### config.mk
export PLATFORM = sky130hd
export DESIGN_NAME = can_bit_timing_search_top
export DESIGN_NICKNAME = d
export VERILOG_FILES = /design/src/hw/rtl/cbts_pkg.sv /design/src/hw/rtl/cbts_front.sv /design/src/hw/rtl/cbts_div.sv /design/src/hw/rtl/cbts_search.sv /design/src/hw/rtl/can_bit_timing_search_top.sv
export VERILOG_INCLUDE_DIRS = /design/src /design/src/hw/rtl
export SDC_FILE = /design/constraint.sdc
export NUM_CORES = 1
export LEC_CHECK = 0
export BUFFER_PORTS_ARGS = -buffer_cell sky130_fd_sc_hd__buf_2
export CELL_PAD_IN_SITES_DETAIL_PLACEMENT = 0
export CELL_PAD_IN_SITES_GLOBAL_PLACEMENT = 2
export CORE_MARGIN = 2
export CORE_UTILIZATION = 43
export CTS_BUF_LIST = sky130_fd_sc_hd__clkbuf_8
export DETAILED_ROUTE_END_ITERATION = 16
export HOLD_SLACK_MARGIN = 0.02
export PLACE_DENSITY_LB_ADDON = 0.1
export SLEW_MARGIN = 20
export SYNTH_ARGS = -nofsm -noshare
export SYNTH_HDL_FRONTEND = slang
export SYNTH_SLANG_ARGS = --single-unit
### constraint.sdc
create_clock -name clk -period 10.4 [get_ports clk]
set_clock_uncertainty 0.2 [all_clocks]
set_input_delay 2.08 -clock clk [delete_from_list [all_inputs] [get_ports clk]]
set_output_delay 2.08 -clock clk [all_outputs]
set_load 0.01 [all_outputs]
### src/hw/rtl/assert_macros.svh
// ---------------------------------------------------------------------------
// Assertion macros
// Shared concurrent assertion wrappers. They are compiled out when
// NO_ASSERTIONS is set.
// ---------------------------------------------------------------------------
`ifndef ASSERT_MACROS_SVH
`define ASSERT_MACROS_SVH
`ifndef NO_ASSERTIONS
// The consequent must hold in the same cycle as the antecedent.
`define ASSERT_SAME(lbl, ante, cons, msg) \
	lbl: assert property (@(posedge clk) disable iff (!arst_n) (ante) |-> (cons)) \
	else $error(msg);
// The consequent must hold in the cycle after the antecedent.
`define ASSERT_NEXT(lbl, ante, cons, msg) \
	lbl: assert property (@(posedge clk) disable iff (!arst_n) (ante) |=> (cons)) \
	else $error(msg);
`else
`define ASSERT_SAME(lbl, ante, cons, msg)
`define ASSERT_NEXT(lbl, ante, cons, msg)
`endif
`endif

### src/hw/rtl/cbts_pkg.sv
// ---------------------------------------------------------------------------
// CAN bit timing search package
// Constants and types shared by the front end, the search engine and the
// divider.
// ---------------------------------------------------------------------------
package cbts_pkg;

	localparam int SEG1_MAX     = 15;
	localparam int SEG2_MAX     = 7;
	localparam int PRESCALE_MAX = 64;
	localparam int ERR_BOUND    = 4095;

	// Half segment counts run from 2 (count 4) up to the last odd count.
	localparam int B_FIRST = 2;
	localparam int B_LAST  = SEG1_MAX + SEG2_MAX + 2;

	localparam int CLK_W  = 26;
	localparam int DIV_W  = 25;
	localparam int RATE_W = 20;
	localparam int B_W    = 5;
	localparam int ERR_W  = 12;

	localparam logic [CLK_W-1:0] CLOCK_RESET = 26'd16000000;

	// Reciprocal of 100 scaled by 2^19, exact for the products seen here.
	localparam logic [12:0] RECIP_100 = 13'd5243;

	// One request as held in the queue.
	typedef struct packed {
		logic [RATE_W-1:0] bit_rate;
		logic [1:0]        jump_width;
		logic [6:0]        sample_point_pct;
		logic              triple_sample;
		logic              rate_zero;
	} item_t;

	// Queue head status toward the search engine.
	typedef struct packed {
		logic  valid;
		item_t item;
	} head_t;

	// Divider request and response.
	typedef struct packed {
		logic             start;
		logic [DIV_W-1:0] dividend;
		logic [DIV_W-1:0] divisor;
	} div_req_t;

	typedef struct packed {
		logic             busy;
		logic             done;
		logic [DIV_W-1:0] quotient;
	} div_rsp_t;

endpackage

### src/hw/rtl/cbts_front.sv
// ---------------------------------------------------------------------------
// Request front end
// Accepts request words, flags a zero bit rate and holds them in a
// two-entry queue ahead of the search engine.
// ---------------------------------------------------------------------------
module cbts_front (
	input  logic                 clk,
	input  logic                 arst_n,
	input  logic                 s_tvalid,
	output logic                 s_tready,
	input  logic [31:0]          s_tdata,
	input  logic                 pop,
	output cbts_pkg::head_t      head
);

	cbts_pkg::item_t entry_q [2];
	logic            wr_ptr_q;
	logic            rd_ptr_q;
	logic [1:0]      count_q;
	cbts_pkg::item_t in_item;
	logic            push;
	logic            do_pop;

	// Unpack and classify the incoming word.
	always_comb begin
		in_item.bit_rate         = s_tdata[19:0];
		in_item.jump_width       = s_tdata[21:20];
		in_item.sample_point_pct = s_tdata[28:22];
		in_item.triple_sample    = s_tdata[29];
		in_item.rate_zero        = (s_tdata[19:0] == 20'd0);
	end

	assign s_tready = (count_q != 2'd2);
	assign push     = s_tvalid && s_tready;
	assign do_pop   = pop && (count_q != 2'd0);

	// Queue storage.
	always_ff @(posedge clk) begin
		if (push) begin
			entry_q[wr_ptr_q] <= in_item;
		end
	end

	// Queue pointers and fill count.
	always_ff @(posedge clk or negedge arst_n) begin
		if (!arst_n) begin
			wr_ptr_q <= 1'b0;
			rd_ptr_q <= 1'b0;
			count_q  <= 2'd0;
		end else begin
			if (push) begin
				wr_ptr_q <= ~wr_ptr_q;
			end
			if (do_pop) begin
				rd_ptr_q <= ~rd_ptr_q;
			end
			if (push && !do_pop) begin
				count_q <= count_q + 2'd1;
			end else if (!push && do_pop) begin
				count_q <= count_q - 2'd1;
			end
		end
	end

	assign head.valid = (count_q != 2'd0);
	assign head.item  = entry_q[rd_ptr_q];

endmodule

### src/hw/rtl/cbts_div.sv
// ---------------------------------------------------------------------------
// Iterative divider
// Restoring unsigned divider, one quotient bit per cycle.
// ---------------------------------------------------------------------------
module cbts_div (
	input  logic                 clk,
	input  logic                 arst_n,
	input  cbts_pkg::div_req_t   req,
	output cbts_pkg::div_rsp_t   rsp
);

	logic [cbts_pkg::DIV_W-1:0] dvd_q;
	logic [cbts_pkg::DIV_W-1:0] dsr_q;
	logic [cbts_pkg::DIV_W-1:0] rem_q;
	logic [4:0]                 cnt_q;
	logic                       busy_q;
	logic                       done_q;
	logic [cbts_pkg::DIV_W:0]   r_next;
	logic [cbts_pkg::DIV_W:0]   diff;
	logic                       ge;

	// One trial subtraction.
	always_comb begin
		r_next = {rem_q, dvd_q[cbts_pkg::DIV_W-1]};
		diff   = r_next - {1'b0, dsr_q};
		ge     = (r_next >= {1'b0, dsr_q});
	end

	// Datapath; the dividend register fills with quotient bits.
	always_ff @(posedge clk) begin
		if (req.start) begin
			dvd_q <= req.dividend;
			dsr_q <= req.divisor;
			rem_q <= '0;
		end else if (busy_q) begin
			rem_q <= ge ? diff[cbts_pkg::DIV_W-1:0] : r_next[cbts_pkg::DIV_W-1:0];
			dvd_q <= {dvd_q[cbts_pkg::DIV_W-2:0], ge};
		end
	end

	// Iteration control.
	always_ff @(posedge clk or negedge arst_n) begin
		if (!arst_n) begin
			cnt_q  <= 5'd0;
			busy_q <= 1'b0;
			done_q <= 1'b0;
		end else begin
			done_q <= 1'b0;
			if (req.start) begin
				cnt_q  <= 5'd0;
				busy_q <= 1'b1;
			end else if (busy_q) begin
				cnt_q <= cnt_q + 5'd1;
				if (cnt_q == 5'(cbts_pkg::DIV_W - 1)) begin
					busy_q <= 1'b0;
					done_q <= 1'b1;
				end
			end
		end
	end

	assign rsp.busy     = busy_q;
	assign rsp.done     = done_q;
	assign rsp.quotient = dvd_q;

endmodule

### src/hw/rtl/cbts_search.sv
// ---------------------------------------------------------------------------
// Bit timing search engine
// Walks the segment counts with a shared divider, keeps the best prescaler,
// splits the segments and holds the result word.
// ---------------------------------------------------------------------------
`include "assert_macros.svh"

module cbts_search (
	input  logic                          clk,
	input  logic                          arst_n,
	input  logic [cbts_pkg::CLK_W-1:0]    clock_hz,
	input  cbts_pkg::head_t               head,
	output logic                          pop,
	output logic                          m_tvalid,
	input  logic                          m_tready,
	output logic [15:0]                   m_tdata,
	output logic                          m_tuser
);

	localparam logic [3:0] ST_IDLE  = 4'd0;
	localparam logic [3:0] ST_D1GO  = 4'd1;
	localparam logic [3:0] ST_D1    = 4'd2;
	localparam logic [3:0] ST_PSEL  = 4'd3;
	localparam logic [3:0] ST_D2GO  = 4'd4;
	localparam logic [3:0] ST_D2    = 4'd5;
	localparam logic [3:0] ST_NEXT  = 4'd6;
	localparam logic [3:0] ST_FIN1  = 4'd7;
	localparam logic [3:0] ST_FIN2  = 4'd8;

	logic [3:0]                     st_q;
	cbts_pkg::item_t                item_q;
	logic [cbts_pkg::B_W-1:0]       b_q;
	logic                           odd_q;
	logic [cbts_pkg::DIV_W-1:0]     pe_q;
	logic [6:0]                     p_q;
	logic [cbts_pkg::ERR_W-1:0]     best_err_q;
	logic [cbts_pkg::B_W-1:0]       best_b_q;
	logic [5:0]                     best_p_q;
	logic                           found_q;
	logic [11:0]                    prod_q;
	logic                           out_valid_q;
	logic [7:0]                     byte0_q;
	logic [7:0]                     byte1_q;
	logic                           ok_q;

	cbts_pkg::div_req_t             div_req;
	cbts_pkg::div_rsp_t             div_rsp;
	logic [cbts_pkg::B_W-1:0]       q;
	logic [cbts_pkg::DIV_W:0]       p_full;
	logic [cbts_pkg::DIV_W-1:0]     err;
	logic [24:0]                    recip;
	logic [5:0]                     dq;
	logic signed [6:0]              seg2_raw;
	logic signed [6:0]              seg2_c;
	logic signed [6:0]              seg1_r;
	logic signed [6:0]              seg1_f;
	logic signed [6:0]              seg2_f;
	logic [15:0]                    err_x10;
	logic                           fail;
	logic                           fin_go;

	cbts_div u_div (
		.clk    (clk),
		.arst_n (arst_n),
		.req    (div_req),
		.rsp    (div_rsp)
	);

	// Divider operands and candidate arithmetic.
	always_comb begin
		q                = b_q + 5'd1;
		div_req.dividend = clock_hz[cbts_pkg::CLK_W-1:1];
		div_req.start    = (st_q == ST_D1GO) || (st_q == ST_D2GO);
		if (st_q == ST_D1GO) begin
			div_req.divisor = 25'(q) * 25'(item_q.bit_rate);
		end else begin
			div_req.divisor = 25'(p_q) * 25'(q);
		end
		p_full = {1'b0, pe_q} + 26'(odd_q);
		if (div_rsp.quotient > 25'(item_q.bit_rate)) begin
			err = div_rsp.quotient - 25'(item_q.bit_rate);
		end else begin
			err = 25'(item_q.bit_rate) - div_rsp.quotient;
		end
	end

	// Segment split and the final acceptance test.
	always_comb begin
		recip    = 25'(prod_q) * 25'(cbts_pkg::RECIP_100);
		dq       = recip[24:19];
		seg2_raw = $signed({2'b00, best_b_q}) - $signed({1'b0, dq});
		if (seg2_raw < 7'sd0) begin
			seg2_c = 7'sd0;
		end else if (seg2_raw > 7'(cbts_pkg::SEG2_MAX)) begin
			seg2_c = 7'(cbts_pkg::SEG2_MAX);
		end else begin
			seg2_c = seg2_raw;
		end
		seg1_r = $signed({2'b00, best_b_q}) - seg2_c - 7'sd2;
		if (seg1_r > 7'(cbts_pkg::SEG1_MAX)) begin
			seg1_f = 7'(cbts_pkg::SEG1_MAX);
			seg2_f = $signed({2'b00, best_b_q}) - 7'(cbts_pkg::SEG1_MAX) - 7'sd2;
		end else begin
			seg1_f = seg1_r;
			seg2_f = seg2_c;
		end
		err_x10 = 16'(best_err_q) * 16'd10;
		fail    = !found_q
			|| ((best_err_q != '0) && ({12'd0, item_q.bit_rate} < {16'd0, err_x10}))
			|| (seg1_f < 7'sd0) || (seg2_f < 7'sd0);
	end

	// A search may run while the previous result word waits; it only
	// holds at the end until the result register is free.
	assign pop    = (st_q == ST_IDLE) && head.valid;
	assign fin_go = (st_q == ST_FIN2) && (!out_valid_q || m_tready);

	// Search sequencer.
	always_ff @(posedge clk or negedge arst_n) begin
		if (!arst_n) begin
			st_q <= ST_IDLE;
		end else begin
			case (st_q)
				ST_IDLE: begin
					if (pop) begin
						st_q <= head.item.rate_zero ? ST_FIN1 : ST_D1GO;
					end
				end
				ST_D1GO: st_q <= ST_D1;
				ST_D1: begin
					if (div_rsp.done) begin
						st_q <= ST_PSEL;
					end
				end
				ST_PSEL: begin
					if ((p_full == '0) || (p_full > 26'(cbts_pkg::PRESCALE_MAX))) begin
						st_q <= ST_NEXT;
					end else begin
						st_q <= ST_D2GO;
					end
				end
				ST_D2GO: st_q <= ST_D2;
				ST_D2: begin
					if (div_rsp.done) begin
						st_q <= ST_NEXT;
					end
				end
				ST_NEXT: begin
					if (!odd_q) begin
						st_q <= ST_PSEL;
					end else if (b_q == 5'(cbts_pkg::B_LAST)) begin
						st_q <= ST_FIN1;
					end else begin
						st_q <= ST_D1GO;
					end
				end
				ST_FIN1: st_q <= ST_FIN2;
				ST_FIN2: begin
					if (fin_go) begin
						st_q <= ST_IDLE;
					end
				end
				default: st_q <= ST_IDLE;
			endcase
		end
	end

	// Search datapath.
	always_ff @(posedge clk) begin
		case (st_q)
			ST_IDLE: begin
				if (pop) begin
					item_q     <= head.item;
					b_q        <= 5'(cbts_pkg::B_FIRST);
					best_err_q <= 12'(cbts_pkg::ERR_BOUND);
					best_b_q   <= '0;
					best_p_q   <= '0;
				end
			end
			ST_D1: begin
				if (div_rsp.done) begin
					pe_q  <= div_rsp.quotient;
					odd_q <= 1'b0;
				end
			end
			ST_PSEL: p_q <= p_full[6:0];
			ST_D2: begin
				if (div_rsp.done && (err <= {13'd0, best_err_q})) begin
					best_err_q <= err[cbts_pkg::ERR_W-1:0];
					best_b_q   <= b_q;
					best_p_q   <= 6'(p_q - 7'd1);
				end
			end
			ST_NEXT: begin
				if (!odd_q) begin
					odd_q <= 1'b1;
				end else begin
					b_q <= b_q + 5'd1;
				end
			end
			ST_FIN1: prod_q <= 12'(item_q.sample_point_pct) * 12'(best_b_q + 5'd1);
			default: begin
			end
		endcase
	end

	// Candidate found flag.
	always_ff @(posedge clk or negedge arst_n) begin
		if (!arst_n) begin
			found_q <= 1'b0;
		end else if (pop) begin
			found_q <= 1'b0;
		end else if ((st_q == ST_D2) && div_rsp.done && (err <= {13'd0, best_err_q})) begin
			found_q <= 1'b1;
		end
	end

	// Result word register.
	always_ff @(posedge clk or negedge arst_n) begin
		if (!arst_n) begin
			out_valid_q <= 1'b0;
		end else if (fin_go) begin
			out_valid_q <= 1'b1;
		end else if (m_tready) begin
			out_valid_q <= 1'b0;
		end
	end

	always_ff @(posedge clk) begin
		if (fin_go) begin
			if (fail) begin
				byte0_q <= 8'd0;
				byte1_q <= 8'd0;
				ok_q    <= 1'b0;
			end else begin
				byte0_q <= {item_q.jump_width, best_p_q};
				byte1_q <= {item_q.triple_sample, seg2_f[2:0], seg1_f[3:0]};
				ok_q    <= 1'b1;
			end
		end
	end

	assign m_tvalid = out_valid_q;
	assign m_tdata  = {byte1_q, byte0_q};
	assign m_tuser  = ok_q;

	`ASSERT_SAME(a_div_idle_on_start, div_req.start, !div_rsp.busy, "divider restarted while busy")
	`ASSERT_NEXT(a_out_hold, m_tvalid && !m_tready, m_tvalid && $stable(m_tdata), "result word dropped")
	`ASSERT_SAME(a_p_range, (st_q == ST_D2), (p_q != 7'd0) && (p_q <= 7'd64), "prescaler out of range")
	`ASSERT_SAME(a_fail_zero, m_tvalid && !m_tuser, m_tdata == 16'd0, "failed result not cleared")
	`ASSERT_NEXT(a_fin_fills, fin_go, out_valid_q, "result not registered")

endmodule

### src/hw/rtl/can_bit_timing_search_top.sv
// Each request word runs the shared divider once per half segment count and once
// per valid prescaler. A zero bit rate skips the divider.
// A zero bit rate goes from idle straight to the final states. Throughput is one word per search.
// The queue takes two more words while a search runs or a result waits.
// Reset (arst_n, asynchronous, active low) empties the queue and the result
// register and sets clock_hz to 16000000.
// ---------------------------------------------------------------------------
// CAN bit timing search top level
// Front end queue, search engine and the oscillator frequency register.
// ---------------------------------------------------------------------------
module can_bit_timing_search_top (
	input  logic        clk,
	input  logic        arst_n,
	input  logic        cfg_we,
	input  logic [25:0] cfg_wdata,
	input  logic        s_tvalid,
	output logic        s_tready,
	// bit_rate[19:0], jump_width[21:20], sample_point_pct[28:22], triple_sample[29]
	input  logic [31:0] s_tdata,
	output logic        m_tvalid,
	input  logic        m_tready,
	// timing_byte0[7:0], timing_byte1[15:8]
	output logic [15:0] m_tdata,
	// ok[0]
	output logic        m_tuser
);

	logic [cbts_pkg::CLK_W-1:0] clock_q;
	cbts_pkg::head_t            head;
	logic                       pop;

	// Oscillator frequency register.
	always_ff @(posedge clk or negedge arst_n) begin
		if (!arst_n) begin
			clock_q <= cbts_pkg::CLOCK_RESET;
		end else if (cfg_we) begin
			clock_q <= cfg_wdata;
		end
	end

	cbts_front u_front (
		.clk      (clk),
		.arst_n   (arst_n),
		.s_tvalid (s_tvalid),
		.s_tready (s_tready),
		.s_tdata  (s_tdata),
		.pop      (pop),
		.head     (head)
	);

	cbts_search u_search (
		.clk      (clk),
		.arst_n   (arst_n),
		.clock_hz (clock_q),
		.head     (head),
		.pop      (pop),
		.m_tvalid (m_tvalid),
		.m_tready (m_tready),
		.m_tdata  (m_tdata),
		.m_tuser  (m_tuser)
	);

endmodule

# Word-level counts from Yosys, hierarchy flattened
# Memories as Yosys holds them, arrays and structs flattened.
# Cells that the tools add are included.
# totals
ramBits	62
mem_count	1
register_bits	238
in_bits	63
# mem_list
memory	words	width	rd	rd_ports_with_merged_regs	write_ports	line_no	rtl
u_front.entry_q	2	31	1	0	1	cbts_front.sv:16	cbts_pkg::item_t entry_q [2];
# op_classes
n_lt_le_gt_ge	10
mul	5
n_mux	49
addsub	15
bitwise_logic	2
reduce_logical	38
n_eq_ne	17
# ops
operator	count
2-to-1 mux 25 bit	4
2-to-1 mux 12 bit	3
one-hot mux 4 bit (9 select lines)	1
2-to-1 mux 5 bit	6
2-to-1 mux 7 bit	4
adder 25 x 1 -> 26 bit	1
>= comparator 26 x 25 -> 1 bit	1
greater-than comparator 26 x 7 -> 1 bit (second input constant)	1
logical NOT 26 bit	1
greater-than comparator 25 x 20 -> 1 bit	1
less-or-equal comparator 25 x 12 -> 1 bit	1
multiplier 12 x 13 -> 25 bit (second input constant)	1
multiplier 5 x 20 -> 25 bit	1
subtractor 20 x 25 -> 25 bit	1
subtractor 25 x 20 -> 25 bit	1
subtractor 25 bit	1
one-hot mux 12 bit (2 select lines)	1
less-than comparator 7 x 1 -> 1 bit (second input constant)	3
logical NOT 20 bit	1
less-than comparator 20 x 16 -> 1 bit	1
2-to-1 mux 4 bit	5
one-hot mux 5 bit (2 select lines)	2
== test 4 x 3 -> 1 bit (second input constant)	4
nonzero test 2 bit	8
other kinds (35)	82

# Logic depth before layout (Yosys ltp)
# Gate-level depths: netlist of run 1.
# depth
ltp_word	13
ltp_mapped	47
depth_no_buf	46

# Hierarchy
# From an unflattened synthesis of run 1, not the netlist that was laid out.
# unflattened
hier_cells	2499
area_unflattened_um2	25497.0
# by_module_without_submodules
module	area_each_um2	cells_per_inst	n_inst
cbts_search	17020.1	1851	1
cbts_div	4767.1	470	1
cbts_front	2631.3	123	1
can_bit_timing_search_top	1078.5	55	1

# Worst setup path after synthesis of run 1
# OpenSTA, ideal clock, no wires.
# synth_path
kind	register to register
startpoint	register u_search.prod_q[6]
endpoint	register u_search.byte0_q[5] (data pin)
period_less_slack_ns	8.786
t_arrival_ns	8.331
path_buffers	1
t_required_ns	9.945
setup_ns	0.255
path_stages_with_launch	45
setup_slack_ns	1.614
cell_sequence	edfxtp_1 > inv_1 > fa_1 > fa_1 > fa_1 > inv_1 > fa_1 > inv_1 > fa_1 > inv_1 > ha_1 > a21o_1 > a21o_1 > a21oi_1 > nand3b_1 > a21oi_1 > nor2_1 > xor2_1 > [9 not listed] > nor2_1 > ha_1 > inv_1 > ha_1 > a21o_1 > a21oi_1 > nor2b_1 > o21ai_0 > nand3_1 > o21a_1 > nand2_1 > ha_1 > inv_1 > a41o_1 > o221ai_1 > a21oi_1 > buf_2 > and2_1
# synth_between
elab_chain_len	12
word_cells_on_any_way	15
cone_classes	3 x add/sub; 1 x mul; 5 x order compare; 4 x mux; 2 x reduce/logical
# synth_rtl
item	line_no	rtl
from (decl)	cbts_search.sv:40	logic [11:0] prod_q;
from (signal assigned)	cbts_search.sv:201	ST_FIN1: prod_q <= 12'(item_q.sample_point_pct) * 12'(best_b_q + 5'd1);
multiplier 12 x 13 -> 25 bit *	cbts_search.sv:89	recip = 25'(prod_q) * 25'(cbts_pkg::RECIP_100);
subtractor 5 x 6 -> 7 bit *	cbts_search.sv:91	seg2_raw = $signed({2'b00, best_b_q}) - $signed({1'b0, dq});
greater-than comparator 7 x 4 -> 1 bit	cbts_search.sv:94	end else if (seg2_raw > 7'(cbts_pkg::SEG2_MAX)) begin
2-to-1 mux 7 bit	cbts_search.sv:94	
2-to-1 mux 7 bit *	cbts_search.sv:92	if (seg2_raw < 7'sd0) begin
subtractor 6 x 7 -> 7 bit	cbts_search.sv:99	seg1_r = $signed({2'b00, best_b_q}) - seg2_c - 7'sd2;
subtractor 7 x 3 -> 7 bit	cbts_search.sv:99	
greater-than comparator 7 x 5 -> 1 bit	cbts_search.sv:100	if (seg1_r > 7'(cbts_pkg::SEG1_MAX)) begin
2-to-1 mux 7 bit	cbts_search.sv:100	
less-than comparator 7 x 1 -> 1 bit	cbts_search.sv:110	|| (seg1_f < 7'sd0) || (seg2_f < 7'sd0);
logical OR 1 bit	cbts_search.sv:110	
logical OR 1 bit *	cbts_search.sv:110	
to (signal assigned)	cbts_search.sv:236	byte0_q <= {item_q.jump_width, best_p_q};
to (decl)	cbts_search.sv:42	logic [7:0] byte0_q;
# Every way passes the cells marked *; elsewhere a longest branch is shown, timed or not.
# A chain may end at the register's enable or synchronous reset.

# Worst setup path in the final report of run 1
# layout_path
startpoint	register u_search.prod_q[9]
endpoint	register u_search.byte0_q[5] (data pin)
# The elaborated chain is that of the path after synthesis.

==> results.tsv, run 1 <==
stage	metric	value	unit
critical_path	Top delay family on crit path	adder cells	
critical_path	data required time at the worst endpoint	10.64	ns
floorplan	Cell Rows	88	
critical_path	CP most frequent cell	ha_1	
clocking	Hold-fix buffers, CTS	0	
yosys	Synth async-reset ratio	14.0	%
routing	via density per instance	5.34	
floorplan	chip width	245	um
clocking	Sink Count	299	
critical_path	slowest CP cell	fa_1	
critical_path	Arrival @ worst endpoint	10.00	ns
clocking	clk buf depth	3	
floorplan	Die ar.	60200	um^2
yosys	synth cell count leaders	inv_1, ha_1, nand2_1	
yosys	top-count cell post-synth	inv_1	
critical_path	Worst setup SP type	flop	
sta	Peak Freq	0.103	GHz
critical_path	Crit Path Max Fanout	8	
final_layout	Multi-input gate area	15000	um^2
yosys	top cell type's share of synthesized area	27.8	%
final_layout	Reg area	8530	um^2
sta	min Tclk post-route	9.76	ns
sta	setup TNS	0	ns
final_layout	Fillers	5531	
clocking	clock latency on the worst-skew pair	0.69	ns
yosys	area leader, netlist	edfxtp_1	
critical_path	Crit Path Category	reg2reg	
clocking	CTS Buf Count	57	
global_route	largest net degree at the start of global routing	78	
final_layout	Syn-to-layout area delta	9.97	%
routing	vias	18270	
critical_path	CP peak stage delay	0.61	ns
routing	DRC viols	0	
sta	final setup vio count	0	
sta	count of final max-slew check failures	0	
global_route	vias in the first global route	18979	
placed_design	I/O Buffers	78	
global_route	grt total ovfl	0	
yosys	syn avg cell area	9.94	um^2
critical_path	worst path bufs/invs	5	
yosys	post-synthesis cell type count	92	
global_route	initial antenna violation count	3	
routing	Routed WL	64700	um
yosys	number of flops mapped to enable cells by yosys	232	
clocking	CTS tree	built	
routing	Antenna Nets Post-Route	0	
floorplan	core area	57700	um^2
worst_hold_path	worst min path class	reg2reg	
floorplan	I/O pin cnt	82	
yosys	Synth area leaders	edfxtp_1, ha_1, fa_1	
floorplan	chip height	245	um
sta	count of final hold-check violations	0	
routing	DRT iter0 DRCs	1022	
yosys	Mapped Cells	2520	
final_layout	number of nets in the layout	3103	
critical_path	CP Capture Type	flop	
sta	normalized max-slew margin	3.14	%
clocking	Clk pin slew, worst setup/hold paths	0.07	ns
routing	DRT Pass-1 Iters	5	
sta	RSZ-0062 raised after global routing	no	
status	outcome	complete, no violations	
yosys	Syn Std Cell Area	25100	um^2
placed_design	Detail Placement HPWL	50200	um
final_layout	share of cells above drive strength 1	11.5	%
floorplan	Initial Util	43.4	%
sta	Worst Max-Slew Pin Slew	1.44	ns
clocking	Root Driver	clkbuf_8	
routing	WL/cell	18.9	um
clocking	H-tree depth	2	
sta	fin crit share	93.8	%
yosys	Synth Register Bits	299	
flow_run	Max Cap Viol	0	
global_route	Tot GR Track Use	22.1	%
global_route	first-pass GRT wire length	105000	um
yosys	Yosys warning total	0	
placed_design	RD Place Congestion	0.883	
yosys	Post-synth top flop	edfxtp_1	
yosys	post-synthesis sequential area ratio	34.0	%
## final cells by class
cell class | count | area share [%]
timing repair buffer | 107 | 2.25
clock inverter | 48 | 1.41
antenna | 1 | 0.00908
multi-input combinational | 1816 | 54.5
clock buffer | 59 | 2.95
inverter | 329 | 4.48
tap | 765 | 3.47
sequential | 299 | 30.9
## worst register-to-register path: cells and delay by family (launching register included)
kind / cells / cell delay [ns]
adders and majority gates: 10 / 4.05
AOI/OAI and AO/OA: 14 / 2.66
and+or+nand+nor: 9 / 1.10
DFF: 1 / 0.47
xor gates and xnor gates: 2 / 0.44
buffers and inverters: 5 / 0.43
muxes: 1 / 0.19
## path summary, 6_finish.rpt
check                                          from  slack [ns]                       end  cells past startpoint
max                              u_search.prod_q[9]        0.64       u_search.byte0_q[5]                     41
min                        u_search.u_div.rem_q[24]        0.29  u_search.u_div.rem_q[24]                      2
max reg2reg                      u_search.prod_q[9]        0.64       u_search.byte0_q[5]                     41
min reg2reg                u_search.u_div.rem_q[24]        0.29  u_search.u_div.rem_q[24]                      2
max in group asynchronous                    arst_n        8.19          u_search.st_q[3]                      2
min in group asynchronous                    arst_n        1.31   u_search.u_div.cnt_q[4]                      2
## metrics by stage
step / utilization [%] / area, um^2 / instances / hold WS, ns / worst slack [ns]
after floorplan: - / 25100 / 2522 / 0.221 / 1.61
after global placement: 45.5 / 26300 / 3310 / 0.267 / 0.241
after detailed placement: 45.6 / 26300 / 3311 / 0.281 / 0.0949
after CTS: 47.6 / 27500 / 3418 / 0.289 / 0.0728
after global routing: 47.8 / 27600 / 3424 / 0.309 / 0.0153
final: 47.8 / 27600 / 3424 / 0.286 / 0.645
## state kept, by name, summed over array words and instances, names as in the netlist, 6 cells and up
register,count
u_front.entry_q,62
u_search.item_q,30
clock_q,25
u_search.pe_q,25
u_search.u_div.dsr_q,25
u_search.u_div.dvd_q,25
u_search.u_div.rem_q,25
u_search.best_err_q,12
u_search.prod_q,12
u_search.byte0_q,8
u_search.byte1_q,8
u_search.p_q,7
u_search.best_p_q,6
## cell families (layout without fill, tap and decap cells)
logic type | Yosys count | count (layout) | share of synthesized area [%]
AOI/OAI and AO/OA | 482 | 483 | 12.9
xor gates and xnor gates | 110 | 110 | 3.85
adders and majority gates | 430 | 430 | 25.6
buffers and inverters | 408 | 543 | 6.42
DFF | 299 | 299 | 34.0
muxes | 73 | 73 | 3.20
other | 1 | 4 | 0.0150
and+or+nand+nor | 717 | 717 | 14.0
## layer usage
layer,vias up,track usage [%],wire length [um]
li1,8916,-,-
met1,8953,29.7,29600
met2,319,38.2,31300
met3,82,2.79,2570
met4,0,5.04,1320
met5,-,0,0
## timing repair
action                     4_1_cts  5_1_grt
resized for setup                0        4
setup buffers                    0        4
setup endpoints to repair        0       17
## placed cells by master, fill, tap and decap left out, types with 34 or more instances in the layout
| cell type | count |
|---|---|
| ha_1 | 293 |
| nand2_1 | 255 |
| a21oi_1 | 116 |
| clkbuf_8 | 59 |
| o21ai_0 | 99 |
| buf_2 | 78 |
| edfxtp_1 | 232 |
| xnor2_1 | 67 |
| nor2_1 | 122 |
| dfrtp_1 | 35 |
| fa_1 | 137 |
| nand3_1 | 47 |
| mux2_2 | 57 |
| and2_1 | 81 |
| xor2_1 | 40 |
| a21o_1 | 54 |
| a31oi_1 | 34 |
| inv_1 | 348 |
Power of run 1 is left out: the tool's default activity adds up to more than one toggle a clock period on the data nets, which glitch-free logic cannot reach.
==> run 2: changes to the inputs <==
--- a/config.mk
+++ b/config.mk
@@ -6,11 +6,12 @@
 export SDC_FILE = /design/constraint.sdc
 export NUM_CORES = 1
 export LEC_CHECK = 0
+export ABC_AREA = 1
 export BUFFER_PORTS_ARGS = -buffer_cell sky130_fd_sc_hd__buf_2
 export CELL_PAD_IN_SITES_DETAIL_PLACEMENT = 0
 export CELL_PAD_IN_SITES_GLOBAL_PLACEMENT = 2
 export CORE_MARGIN = 2
-export CORE_UTILIZATION = 43
+export CORE_UTILIZATION = 40
 export CTS_BUF_LIST = sky130_fd_sc_hd__clkbuf_8
 export DETAILED_ROUTE_END_ITERATION = 16
 export HOLD_SLACK_MARGIN = 0.02
==> run 2 against run 1 <==
Net effect:
- register-to-register slack gained 0.20 ns
- clock-buffer cell count decreased by 1
- flip-flop and latch count is the same
- final area up 3.7%
- setup slack improved by 0.20 ns
- global-route usage shrank 0.84 points
- core utilization decreased by 3.3 points
- via count increased by 13%
==> results.tsv, run 2 <==
stage	metric	value	unit
final_layout	largest register by flop count	u_front.entry_q	
floorplan	chip height	258	um
clocking	H-tree depth	2	
routing	Antenna Nets Post-Route	0	
yosys	Mapped Cells	3194	
final_layout	share of cells above drive strength 1	6.80	%
yosys	synth cell count leaders	nand2_1, inv_1, ha_1	
sta	setup TNS	0	ns
routing	WL/cell	16.9	um
yosys	Synth Register Bits	299	
yosys	syn avg cell area	8.11	um^2
routing	DRT Pass-1 Iters	7	
clocking	clk buf depth	3	
sta	fin crit share	91.9	%
final_layout	Largest register FFs	62	
yosys	post-synthesis sequential area ratio	32.9	%
sta	Peak Freq	0.105	GHz
final_layout	most common cell after layout, fill and taps aside	nand2_1	
clocking	CTS tree	built	
global_route	first-pass GRT wire length	111000	um
clocking	Sink Count	299	
clocking	Root Driver	clkbuf_8	
flow_run	Max Cap Viol	0	
floorplan	core area	64200	um^2
floorplan	I/O pin cnt	82	
worst_hold_path	worst min path class	reg2reg	
critical_path	Crit Path Category	reg2reg	
routing	DRC viols	0	
sta	count of final hold-check violations	0	
critical_path	CP peak stage delay	0.58	ns
sta	final setup vio count	0	
yosys	Synth async-reset ratio	14.0	%
placed_design	I/O Buffers	78	
yosys	Synth area leaders	edfxtp_1, ha_1, nand2_1	
critical_path	CP Capture Type	flop	
yosys	post-synthesis cell type count	58	
floorplan	Die ar.	66800	um^2
sta	Worst Max-Slew Pin Slew	1.04	ns
global_route	grt total ovfl	0	
critical_path	CP most frequent cell	nand2_1	
yosys	area leader, netlist	edfxtp_1	
final_layout	Syn-to-layout area delta	10.3	%
routing	Routed WL	70900	um
worst_hold_path	worst hold path depth	2	
critical_path	Arrival @ worst endpoint	9.74	ns
global_route	Tot GR Track Use	21.3	%
yosys	Syn Std Cell Area	25900	um^2
global_route	vias in the first global route	20531	
clocking	Hold-fix buffers, CTS	0	
sta	min Tclk post-route	9.56	ns
status	outcome	complete, no violations	
routing	via density per instance	4.90	
final_layout	Largest regs	u_front.entry_q x62, u_search.item_q x30	
critical_path	data required time at the worst endpoint	10.58	ns
clocking	CTS Buf Count	53	
final_layout	most frequent cells in the layout	nand2_1, inv_1, ha_1	
floorplan	Initial Util	40.3	%
yosys	Yosys warning total	0	
global_route	largest net degree at the start of global routing	56	
yosys	top cell type's share of synthesized area	26.9	%
placed_design	RD Place Congestion	0.880	
placed_design	pre-CTS setup slack	0.862	ns
critical_path	Worst setup SP type	flop	
clocking	clock latency on the worst-skew pair	0.65	ns
routing	vias	20559	
yosys	Post-synth top flop	edfxtp_1	
final_layout	number of nets in the layout	3788	
critical_path	slowest CP cell	fa_1	
critical_path	Worst R2R Setup Slack	0.84	ns
clocking	post-CTS sizing	0	
sta	normalized max-slew margin	30.6	%
global_route	initial antenna violation count	1	
critical_path	Crit Path Max Fanout	13	
sta	RSZ-0062 raised after global routing	no	
critical_path	FF-to-FF path depth	42	
yosys	number of flops mapped to enable cells by yosys	232	
placed_design	Detail Placement HPWL	57800	um
sta	final worst slack	0.843	ns
clocking	Clk pin slew, worst setup/hold paths	0.06	ns
floorplan	Cell Rows	93	
clocking	Post-CTS Setup Bufs	0	
floorplan	chip width	258	um
sta	hold slack final	0.269	ns
yosys	top-count cell post-synth	nand2_1	
routing	DRT iter0 DRCs	1132	
sta	count of final max-slew check failures	0	
## run 2: cell types whose count changed after synthesis, moves of 57 or more
cell	change
mux2_2	-57
nand2_1	+571
a21oi_1	+81
o21ai_0	+72
nor2_1	+103
and2_1	-78
inv_1	+279
## run 2: layout make-up
class	instances	area, um^2
tap	855	1070
multi-input combinational	2236	14900
fill	6513	35700
inverter	609	2290
timing repair buffer	96	546
antenna	1	2.50
sequential	299	8530
clock buffer	58	798
clock inverter	40	433
## run 2: worst paths after layout
path	start	end
min in group asynchronous	arst_n	clock_q[25]
worst max register to register	u_search.prod_q[9]	u_search.byte0_q[7]
worst min register to register	u_search.u_div.rem_q[24]	u_search.u_div.rem_q[24]
worst min-delay path	u_search.u_div.rem_q[24]	u_search.u_div.rem_q[24]
max in group asynchronous	arst_n	u_search.found_q
worst max-delay path	u_search.prod_q[9]	u_search.byte0_q[7]
## run 2: critical path, delay by kind of cell, from the launching register on
family | cells | cell delay (ns)
buffers and inverters | 9 | 0.82
adders and majority gates | 11 | 4.32
AOI/OAI and AO/OA | 3 | 0.93
xor gates and xnor gates | 4 | 0.65
DFF | 1 | 0.52
and+or+nand+nor | 15 | 1.81
## run 2: cells by family after synthesis
family / Yosys count / share of synthesized area, %
mux: 2 / 0.0773
flops: 299 / 32.9
other cells: 1 / 0.0145
buf+inv: 661 / 9.77
fa+ha+maj: 430 / 24.7
simple gates: 1263 / 20.0
xor+xnor: 97 / 3.28
compound gates: 441 / 9.19
## run 2: per-layer routing
metal	global-route usage, %	routed length (um)	up-vias
met4	7.05	2330	0
met2	36.1	33400	325
met3	2.10	2360	94
li1	-	-	10449
met5	0	0	-
met1	28.6	32800	9691
## run 2: through the flow
| step | utilization [%] | cell area (um^2) | instances |
|---|---|---|---|
| final | 44.5 | 28600 | 4194 |
| after detailed placement | 42.5 | 27300 | 4094 |
| after global placement | 42.5 | 27300 | 4094 |
| after global routing | 44.5 | 28600 | 4194 |
| after CTS | 44.4 | 28500 | 4192 |
| after floorplan | - | 25900 | 3196 |
Power of run 2 is left out for the same reason.
